[config.mk]
export PLATFORM = sky130hd
export DESIGN_NAME = lc3_front_flat
export DESIGN_NICKNAME = d
export VERILOG_FILES = /design/src/design/lc3_pkg.sv /design/src/design/lc3_stream_if.sv /design/src/design/lc3_front.sv /design/src/flat_wrapper.sv
export SDC_FILE = /design/constraint.sdc
export NUM_CORES = 1
export LEC_CHECK = 0
export ABC_AREA = 1
export BUFFER_PORTS_ARGS = -buffer_cell sky130_fd_sc_hd__buf_2
export CAP_MARGIN = 15
export CORE_UTILIZATION = 42
export CTS_CLUSTER_DIAMETER = 200
export DETAILED_ROUTE_END_ITERATION = 10
export MAX_ROUTING_LAYER = met4
export PLACE_DENSITY = 0.82
export SETUP_SLACK_MARGIN = 0.5
export SLEW_MARGIN = 20
export SYNTH_ARGS = -nofsm -noshare
export SYNTH_HDL_FRONTEND = slang
export SYNTH_SLANG_ARGS = --single-unit
[constraint.sdc]
create_clock -name clk -period 3.17 [get_ports clk]
set_input_delay 0 -clock clk [delete_from_list [all_inputs] [get_ports clk]]
set_output_delay 0 -clock clk [all_outputs]
set_load 0.01 [all_outputs]
[src/design/lc3_pkg.sv]
// Package for the LC-3 instruction core: action codes, opcodes, queue entry,
// result and back-end state types. No dependencies.
package lc3_pkg;

	typedef enum logic [1:0] {
		ACT_ORIGIN = 2'd0,
		ACT_LOAD   = 2'd1,
		ACT_STEP   = 2'd2,
		ACT_READ   = 2'd3
	} action_t;

	localparam logic [3:0] OP_BR   = 4'h0;
	localparam logic [3:0] OP_ADD  = 4'h1;
	localparam logic [3:0] OP_LD   = 4'h2;
	localparam logic [3:0] OP_ST   = 4'h3;
	localparam logic [3:0] OP_JSR  = 4'h4;
	localparam logic [3:0] OP_AND  = 4'h5;
	localparam logic [3:0] OP_LDR  = 4'h6;
	localparam logic [3:0] OP_STR  = 4'h7;
	localparam logic [3:0] OP_NOT  = 4'h9;
	localparam logic [3:0] OP_LDI  = 4'hA;
	localparam logic [3:0] OP_STI  = 4'hB;
	localparam logic [3:0] OP_JMP  = 4'hC;
	localparam logic [3:0] OP_LEA  = 4'hE;

	localparam logic [3:0]  NO_REG     = 4'd8;
	localparam logic [15:0] MEM_RESET  = 16'hFD00;
	localparam logic [15:0] END_PC     = 16'hFFFF;

	// One classified item on its way from the front part to the back part.
	typedef struct packed {
		action_t     action;
		logic [15:0] data;
		logic [15:0] address;
	} entry_t;

	typedef struct packed {
		logic [15:0] read_data;
		logic [15:0] pc;
		logic [15:0] instruction;
		logic [3:0]  write_reg;
		logic [15:0] write_value;
		logic [2:0]  cond_flags;
		logic        at_end;
	} result_t;

	typedef enum logic [2:0] {
		ST_IDLE,
		ST_FETCH,
		ST_EXEC,
		ST_INDIR,
		ST_DATA,
		ST_CLEAR,
		ST_OUT
	} state_t;

	// Sign extension of the low bits of an instruction word.
	function automatic logic [15:0] sext9(input logic [15:0] w);
		sext9 = {{7{w[8]}}, w[8:0]};
	endfunction
	function automatic logic [15:0] sext11(input logic [15:0] w);
		sext11 = {{5{w[10]}}, w[10:0]};
	endfunction
	function automatic logic [15:0] sext6(input logic [15:0] w);
		sext6 = {{10{w[5]}}, w[5:0]};
	endfunction
	function automatic logic [15:0] sext5(input logic [15:0] w);
		sext5 = {{11{w[4]}}, w[4:0]};
	endfunction

	function automatic logic [2:0] flags_of(input logic [15:0] v);
		if (v == 16'd0)
			flags_of = 3'b010;
		else if (v[15])
			flags_of = 3'b100;
		else
			flags_of = 3'b001;
	endfunction

endpackage

[src/design/lc3_stream_if.sv]
// Valid/ready stream interface carrying one payload of a given type.
// Depends on nothing; the payload type is a parameter.
interface lc3_stream_if #(parameter type payload_t = logic) (input logic clk);
	logic     valid;
	logic     ready;
	payload_t payload;

	modport source (output valid, output payload, input ready);
	modport sink (input valid, input payload, output ready);
endinterface

[src/design/lc3_front.sv]
// Front part: takes input transfers and queues them for the back part.
// Depends on lc3_pkg and lc3_stream_if.
module lc3_front #(
	parameter int DEPTH_BITS = 1
) (
	input  logic           clk,
	input  logic           arst_n,
	lc3_stream_if.sink     in_ch,
	output lc3_pkg::entry_t head,
	output logic           head_valid,
	input  logic           head_pop
);
	localparam int DEPTH = 1 << DEPTH_BITS;

	lc3_pkg::entry_t       queue_q [DEPTH];
	logic [DEPTH_BITS-1:0] wr_ptr_q, rd_ptr_q;
	logic [DEPTH_BITS:0]   count_q;
	logic                  push;
	logic                  pop;

	assign in_ch.ready = (count_q != DEPTH[DEPTH_BITS:0]);
	assign push        = in_ch.valid && in_ch.ready;
	assign head_valid  = (count_q != '0);
	assign pop         = head_pop && head_valid;
	assign head        = queue_q[rd_ptr_q];

	// Queue storage; the payload needs no reset.
	always_ff @(posedge clk) begin
		if (push)
			queue_q[wr_ptr_q] <= in_ch.payload;
	end

	// Queue pointers and fill count.
	always_ff @(posedge clk or negedge arst_n) begin
		if (!arst_n) begin
			wr_ptr_q <= '0;
			rd_ptr_q <= '0;
			count_q  <= '0;
		end else begin
			if (push)
				wr_ptr_q <= wr_ptr_q + 1'b1;
			if (pop)
				rd_ptr_q <= rd_ptr_q + 1'b1;
			if (push && !pop)
				count_q <= count_q + 1'b1;
			else if (pop && !push)
				count_q <= count_q - 1'b1;
		end
	end
endmodule

[src/flat_wrapper.sv]
// flat-port wrapper written by rule: the top's interface ports become plain ports
module lc3_front_flat 
#(
	parameter int DEPTH_BITS = 1
)
  (clk, arst_n, head, head_valid, head_pop, in_ch_valid, in_ch_payload, in_ch_ready);
  lc3_stream_if in_ch_i (.clk(clk));
  input  logic clk;
  input  logic arst_n;
  output lc3_pkg::entry_t head;
  output logic head_valid;
  input  logic head_pop;
  input wire logic [$bits(in_ch_i.valid)-1:0] in_ch_valid;
  input wire logic [$bits(in_ch_i.payload)-1:0] in_ch_payload;
  output wire logic [$bits(in_ch_i.ready)-1:0] in_ch_ready;
  assign in_ch_i.valid = in_ch_valid;
  assign in_ch_i.payload = in_ch_payload;
  assign in_ch_ready = in_ch_i.ready;
  lc3_front #(.DEPTH_BITS(DEPTH_BITS)) u_core (.clk(clk), .arst_n(arst_n), .in_ch(in_ch_i), .head(head), .head_valid(head_valid), .head_pop(head_pop));
endmodule
==> results of run 1 <==
[synth_stat cells, drive strengths merged]
library cell	instances
xor2	1
edfxtp	2
xnor2	1
nor2	2
buf	33
conb	1
nand4	1
dfrtp	4
nand3	2
nand2	13
ha	1
inv	7
[per-layer routing]
layer / vias up / track usage [%] / share of wire [%]
li1: 160 / - / -
met1: 152 / 7.91 / 35
met2: 27 / 19.2 / 58
met3: 0 / 0.578 / 6.7
met4: 0 / 6.03 / 0
met5: - / - / 0
[metrics by stage]
step                hold slack, ns  instances  util, %
floorplan                   -0.296        100        -
global placement            -0.193         88     41.6
detailed placement          -0.191         88     41.6
CTS                         0.0330         94     45.5
global route                0.0416         94     45.5
finish                      0.0319         94     45.5
[kinds of logic after synthesis]
| group | after synthesis | synth area share, % |
|---|---|---|
| simple gates | 18 | 16.3 |
| flops | 6 | 28.2 |
| other cells | 1 | 0.660 |
| fa+ha+maj | 1 | 2.20 |
| xor+xnor | 2 | 4.41 |
| buf+inv | 40 | 48.2 |
[worst max path at each step]
stage                 startpoint                 to  slack [ns]  depth (start not counted)
2_1_floorplan  u_core.count_q[0]  u_core.count_q[1]        1.87                          9
3_3_place_gp   u_core.count_q[0]  u_core.count_q[1]        1.84                          9
3_5_place_dp   u_core.count_q[0]  u_core.count_q[1]        1.80                          9
4_1_cts        u_core.count_q[0]  u_core.count_q[1]        1.79                          9
5_1_grt        u_core.count_q[0]  u_core.count_q[1]        1.71                          9
6_report       u_core.count_q[0]  u_core.count_q[1]        1.79                          9
[power by group through the flow]
stage / Sequential [W] / Combinational (W) / Clock (W)
6_report: 0.000142 / 0.000198 / 0.0000737
4_1_cts: 0.000141 / 0.000200 / 0.0000751
2_1_floorplan: 0.000138 / 0.000183 / 0
5_1_grt: 0.000144 / 0.000223 / 0.0000802
3_3_place_gp: 0.000140 / 0.000189 / 0
3_5_place_dp: 0.000143 / 0.000197 / 0
[final cells by class]
type	instances	area, µm²	share of cell area [%]
repair buffers	9	55.1	10.2
inverters	7	26.3	4.87
multi-input cells	54	254	47.1
well taps	14	17.5	3.25
clock buffers	4	26.3	4.87
flip-flops and latches	6	160	29.7
[tightest hold or removal path: stages]
cell and delay, ns:
buf_2 0.10, nand3_1 0.07, nand2_1 0.06
[state kept, by name (all words and copies together) (netlist names)]
| signal | flops |
|---|---|
| u_core.count_q | 2 |
| u_core.queue_q | 2 |
| u_core.rd_ptr_q | 1 |
| u_core.wr_ptr_q | 1 |
==> impl_metrics.yaml, run 1 <==
run_status:
  run_status: "completed"
floorplan:
  initial_utilization_pct: 47.9
  dieHeight_um: 38.8
  die_w_um: 38.8
  fp-row-count: 12
  dieArea_um2: 1500
  coreArea_um2: 1190
  io_pins: 41
power_and_ir_drop:
  switching_power_w: 0.000176
  intPower_w: 0.000237
  clock_power_share_pct: 17.8
  leakagePower_nw: 0.325
  p_total_w: 0.000413
  p_comb_share_pct: 47.9
  max-vdd-ir-drop_v: 0.000386
  swShare_pct: 42.7
  power_frac_seq_pct: 34.3
  power_density_nw_per_um2: 766
setup_path:
  reg2reg_depth: 9
  startpoint_type: "flop"
  cp.buffers_inverters: 3
  cp_slowest_cell: "dfrtp_1"
  r2r_setup_slack_ns: 1.79
  r2r_end: "u_core.count_q[1]"
  max_stage_delay_ns: 0.41
  crit_required_ns: 3.29
  crit_chain: "inv_2 > nand2_4 > nand2_4 > inv_1 > ha_1 > inv_1 > nand3_1 > nand2_1 > nand2_1"
  worstPathArrival_ns: 1.51
  worstSetupEndpointType: "flop"
  path_max_fanout: 4
  critPathKind: "flop to flop"
  r2r-start: "u_core.count_q[0]"
  path_delay_family: "flip-flops"
route:
  drcViolationCount: 0
  totalWireLength_um: 671
  num_vias: 339
  routedWlPerCell_um: 7.14
  first_pass_iters: 2
  antenna_left: 0
  drtIter0Drc: 2
  vias_per_cell: 3.61
grt:
  grt_overflow: 0
  grt_pass1_vias: 270
  grt_pass1_wl_um: 931
  grt_usage_pct: 9.42
  grt_start_max_net_pins: 5
  antenna_found_initial: 0
cts:
  clock_sinks: 6
  hold_buffers: 2
  cts_inserted_buffers: 3
  cts.htree.levels: 1
  clockBufferDepth: 2
  cts.repair.resized: 0
  root_buffer: "clkbuf_4"
  post_cts_buffers: 0
  clkTransAtPathRegs_ns: 0.04
  cts_tree: "yes"
  clock_latency_ns: 0.24
cells_and_area:
  final_common_cell: "conb_1"
  num-nets-final: 87
  areaGrowthSynthToFinish_pct: -5.07
  fin_area_um2: 539
  drive_above_1_share_pct: 21.3
  final_cell_mix: "conb_1 (33), nand2_1 (9), buf_2 (7)"
  num_antenna_cells: 0
  nFillCells: 116
timing:
  hold_viol: 0
  setup_violations: 0
  clock.fmax_ghz: 0.723
  rsz0062_at_grt: "false"
  skew_ns: 0.00271
  finalWorstSetupSlack_ns: 1.79
  finalCriticalPeriod_ns: 1.38
  period_share_pct: 43.6
  finalSetupTns_ns: 0
  maxSlewViolCount: 0
worst_hold_path:
  min_to: "u_core.rd_ptr_q"
  whs_path_depth: 3
  hold_class: "input port to flop"
  min_from: "head_pop"
synth:
  avgSynthCellArea_um2: 8.35
  synth.distinct_cells: 15
  ys_top_cells_by_area: "buf_4 (44%), dfrtp_1 (18%), edfxtp_1 (11%)"
  synth_largest_area_cell: "buf_4"
  yosys_warnings: 0
  synth-seq-cells: 6
  synth_top_area_share_pct: 43.6
  synth_cells: 68
  netlist_area_um2: 568
  yosysSeqAreaShare_pct: 28.2
placed_design:
  io_buffers: 7
  pre_cts_slack_ns: 1.80
  dp_hpwl_um: 555
  gp_congestion: 0.629
  placed_cell_area_um2: 493
job:
  drv_cap: 0
Note: power is estimated with default switching activity, not from simulation.
==> run 2, diff against run 1 <==
- CORE_UTILIZATION: 42 -> 35
- PLACE_DENSITY: 0.82 -> 0.73
- clock period: 3.17 -> 1.2 ns (I/O delays scaled with it)
==> impl_metrics.yaml, run 2 (same netlist as run 1, synthesis figures left out) <==
timing:
  skew_ns: 0.00857
  period_share_pct: 101
  rsz0062_at_grt: "true"
  maxSlewViolCount: 0
  setup_violations: 1
  finalWorstSetupSlack_ns: -0.0111
  hold_viol: 0
  finalCriticalPeriod_ns: 1.21
  holdWs_ns: 0.0219
  clock.fmax_ghz: 0.826
cts:
  clkTransAtPathRegs_ns: 0.05
  clockBufferDepth: 2
  root_buffer: "clkbuf_4"
  clock_latency_ns: 0.24
  cts_tree: "yes"
  clock_sinks: 6
  cts_inserted_buffers: 3
  cts.htree.levels: 1
setup_path:
  critPathKind: "flop to flop"
  startpoint_type: "flop"
  crit_required_ns: 1.32
  path_max_fanout: 3
  worstPathArrival_ns: 1.33
  worstSetupEndpointType: "flop"
route:
  num_vias: 368
  routedWlPerCell_um: 6.58
  first_pass_iters: 4
  antenna_left: 0
  vias_per_cell: 3.50
  drcViolationCount: 0
  drtIter0Drc: 4
  totalWireLength_um: 691
grt:
  grt_usage_pct: 7.37
  grt_pass1_wl_um: 966
  antenna_found_initial: 0
  grt_start_max_net_pins: 5
  use_met2_pct: 14.8
  grtUsageMet3_pct: 0
  busiest_layer: "met2"
  grt_overflow: 0
  grt_pass1_vias: 290
  grt_use_met1_pct: 6.23
floorplan:
  die_w_um: 42.3
  dieHeight_um: 42.3
  io_pins: 41
  coreArea_um2: 1510
  dieArea_um2: 1790
  initial_utilization_pct: 37.7
  fp-row-count: 14
cells_and_area:
  num-nets-final: 96
  final_common_cell: "conb_1"
  nFillCells: 156
  drive_above_1_share_pct: 36.0
  largest_registers: "u_core.count_q: 2 flops, u_core.queue_q: 2 flops"
  fin_util_pct: 43.4
  fin_area_um2: 654
  final_cell_mix: "conb_1 (33), nand2_1 (9), buf_2 (6), buf_4 (6), inv_2 (5)"
  areaGrowthSynthToFinish_pct: 15.2
  num_antenna_cells: 0
run_status:
  violations: "setup timing"
  run_status: "finished, violations left"
worst_hold_path:
  hold_class: "input port to flop"
placed_design:
  placed_cell_area_um2: 531
  io_buffers: 7
  dp_hpwl_um: 562
  gp_congestion: 0.686
power_and_ir_drop:
  power_density_nw_per_um2: 2160
  leakagePower_nw: 0.373
  max-vdd-ir-drop_v: 0.00115
job:
  drv_cap: 0
-- run 2: layer usage --
metal | routed length [µm] | up-vias | share of wire, %
li1 | - | 179 | -
met1 | 210 | 166 | 30
met2 | 438 | 23 | 63
met3 | 42 | 0 | 6.1
met4 | 0 | 0 | 0
met5 | 0 | - | 0
-- run 2: worst max-delay path: stages, from the launching register on --
cell and delay (ns):
dfrtp_1 0.41, inv_2 0.06, nand2_2 0.07, nand2_2 0.08
ha_4 0.25, inv_2 0.05, nand3_1 0.07, nand2_1 0.06
nand2_1 0.05
-- run 2: timing repair --
action                                 in CTS  in global routing
endpoints found under the hold margin       6                  0
hold buffers                                2                  0
setup endpoints to repair                   9                  9
gates resized for setup                     6                  3
pin swaps                                   5                  5
setup buffers                               4                  2
-- run 2: final cells by class --
type,count,area (µm²),share of cell area [%]
inverters,7,26.3,4.02
well taps,16,20.0,3.06
flip-flops and latches,6,160,24.5
clock buffers,4,26.3,4.02
multi-input cells,54,282,43.0
repair buffers,18,140,21.4
-- run 2: power breakdown --
part,internal (W),switching [W]
Sequential,0.000305,0.0000709
Clock,0.000125,0.0000647
Combinational,0.000432,0.000418
Total,0.000862,0.000554
-- run 2: worst paths after layout --
check | start | end | slack, ns | depth (start not counted)
worst max-delay path | u_core.count_q[1] | u_core.count_q[1] | -0.01 | 8
worst min-delay path | head_pop | u_core.rd_ptr_q | 0.02 | 3
worst max register to register | u_core.count_q[1] | u_core.count_q[1] | -0.01 | 8
worst min register to register | u_core.rd_ptr_q | u_core.rd_ptr_q | 0.54 | 2
max in group asynchronous | arst_n | u_core.count_q[0] | 0.97 | 2
min in group asynchronous | arst_n | u_core.rd_ptr_q | 0.10 | 2
-- run 2: per-stage QoR --
stage | std cells | setup slack, ns | total power [W] | TNS [ns]
after floorplan | 100 | -0.00772 | 0.000883 | -0.00772
after global placement | 93 | 0.0187 | 0.000974 | 0
after detailed placement | 93 | -0.0127 | 0.00100 | -0.0127
after CTS | 103 | -0.0188 | 0.00134 | -0.0188
after global routing | 105 | -0.0839 | 0.00152 | -0.0965
final | 105 | -0.0111 | 0.00142 | -0.0111
==> run 3, diff against run 2 <==
- CELL_PAD_IN_SITES_DETAIL_PLACEMENT: not set -> 0
- CELL_PAD_IN_SITES_GLOBAL_PLACEMENT: not set -> 2
- CORE_UTILIZATION: 35 -> 18
- PLACE_DENSITY: 0.73 -> not set
- PLACE_DENSITY_LB_ADDON: not set -> 0.1
==> impl_metrics.yaml, run 3 (same netlist as run 1, synthesis figures left out) <==
route:
  vias_per_cell: 2.68
  drtIter0Drc: 1
  routedWlPerCell_um: 4.95
  antenna_left: 0
  totalWireLength_um: 643
  first_pass_iters: 2
  drcViolationCount: 0
  num_vias: 348
cells_and_area:
  num-nets-final: 93
  num_antenna_cells: 0
  largest_registers: "u_core.count_q: 2 flops, u_core.queue_q: 2 flops"
  multi_input_area_um2: 294
  drive_above_1_share_pct: 38.4
  nFillCells: 339
  seq_area_um2: 160
  final_cell_mix: "conb_1 (33), nand2_1 (6), buf_4 (6)"
  areaGrowthSynthToFinish_pct: 18.7
  final_common_cell: "conb_1"
  fin_cells: 130
timing:
  period_share_pct: 98.6
  maxSlewViolCount: 0
  finalCriticalPeriod_ns: 1.18
  rsz0062_at_grt: "true"
  clock.fmax_ghz: 0.845
  finalWorstSetupSlack_ns: 0.0162
  skew_ns: 0.00300
  holdWs_ns: 0.0272
  hold_viol: 0
  setup_violations: 0
floorplan:
  io_pins: 41
  coreArea_um2: 3030
  die_w_um: 58.2
  dieArea_um2: 3380
  initial_utilization_pct: 18.8
  fp-row-count: 20
  dieHeight_um: 58.2
worst_hold_path:
  hold_class: "input port to flop"
grt:
  grt_usage_pct: 4.36
  grt_start_max_net_pins: 5
  grt_pass1_vias: 287
  antenna_found_initial: 0
  grt_overflow: 0
  grt_pass1_wl_um: 1070
power_and_ir_drop:
  power_density_nw_per_um2: 2040
  p_total_w: 0.00138
  max-vdd-ir-drop_v: 0.000481
  leakagePower_nw: 0.360
cts:
  cts_inserted_buffers: 3
  clockBufferDepth: 2
  clock_latency_ns: 0.24
  root_buffer: "clkbuf_4"
  clkTransAtPathRegs_ns: 0.04
  cts_tree: "yes"
  clock_sinks: 6
  cts.htree.levels: 1
setup_path:
  worstPathArrival_ns: 1.31
  startpoint_type: "flop"
  path_max_fanout: 3
  critPathKind: "flop to flop"
  crit_required_ns: 1.32
  worstSetupEndpointType: "flop"
placed_design:
  dp_hpwl_um: 575
  io_buffers: 7
  gp_congestion: 0.668
  pre_cts_slack_ns: -0.0212
  dp_cells: 121
run_status:
  run_status: "completed"
job:
  drv_cap: 0
[run 3: metal layers]
metal / track usage, % / vias up / part of all wire (%)
met2: 7.88 / 23 / 59
li1: - / 173 / -
met3: 0.670 / 0 / 5.1
met1: 4.22 / 152 / 36
met5: - / - / 0
met4: 3.06 / 0 / 0
[run 3: per-stage QoR]
stage | instance area (µm²) | util (%) | TNS, ns
2_1_floorplan | 701 | - | -0.00772
3_3_place_gp | 566 | 18.7 | -0.0600
3_5_place_dp | 566 | 18.7 | -0.0212
4_1_cts | 648 | 21.4 | 0
5_1_grt | 674 | 22.3 | -0.0557
6_report | 674 | 22.3 | 0
[run 3: path summary, 6_finish.rpt]
check / start / to / slack [ns] / depth (start not counted)
worst max register to register: u_core.count_q[1] / u_core.count_q[1] / 0.02 / 8
worst min-delay path: head_pop / u_core.rd_ptr_q / 0.03 / 3
max in group asynchronous: arst_n / u_core.count_q[1] / 0.98 / 2
min in group asynchronous: arst_n / u_core.wr_ptr_q / 0.09 / 2
worst max-delay path: u_core.count_q[1] / u_core.count_q[1] / 0.02 / 8
worst min register to register: u_core.rd_ptr_q / u_core.rd_ptr_q / 0.53 / 2
[run 3: repair_timing]
action                     CTS  global route
hold endpoints to repair     6             0
setup endpoints to repair    9             9
cloned                       0             0
resized for setup            6             6
setup buffers                2             1
pin swaps                    5             3
hold buffers                 2             0
[run 3: final cells by class]
type | count | area share (%)
sequential | 6 | 23.7
clock buffer | 4 | 3.90
tap | 44 | 8.16
timing repair buffer | 15 | 16.7
inverter | 7 | 3.90
multi-input combinational | 54 | 43.6
[run 3: worst max-delay path, stage by stage, from the launching register on]
cell	delay (ns)
dfrtp_1	0.42
inv_2	0.06
nand2_2	0.07
nand2_2	0.08
ha_4	0.25
inv_2	0.06
nand3_2	0.05
nand2_1	0.05
nand2_1	0.05
[run 3: power by group]
| group | leakage [nW] | total (W) | internal (W) | switching [W] |
|---|---|---|---|---|
| clock network | 0.0150 | 0.000190 | 0.000125 | 0.0000649 |
| logic | 0.279 | 0.000809 | 0.000395 | 0.000414 |
| registers | 0.0661 | 0.000378 | 0.000305 | 0.0000734 |
| total | 0.360 | 0.00138 | 0.000825 | 0.000553 |
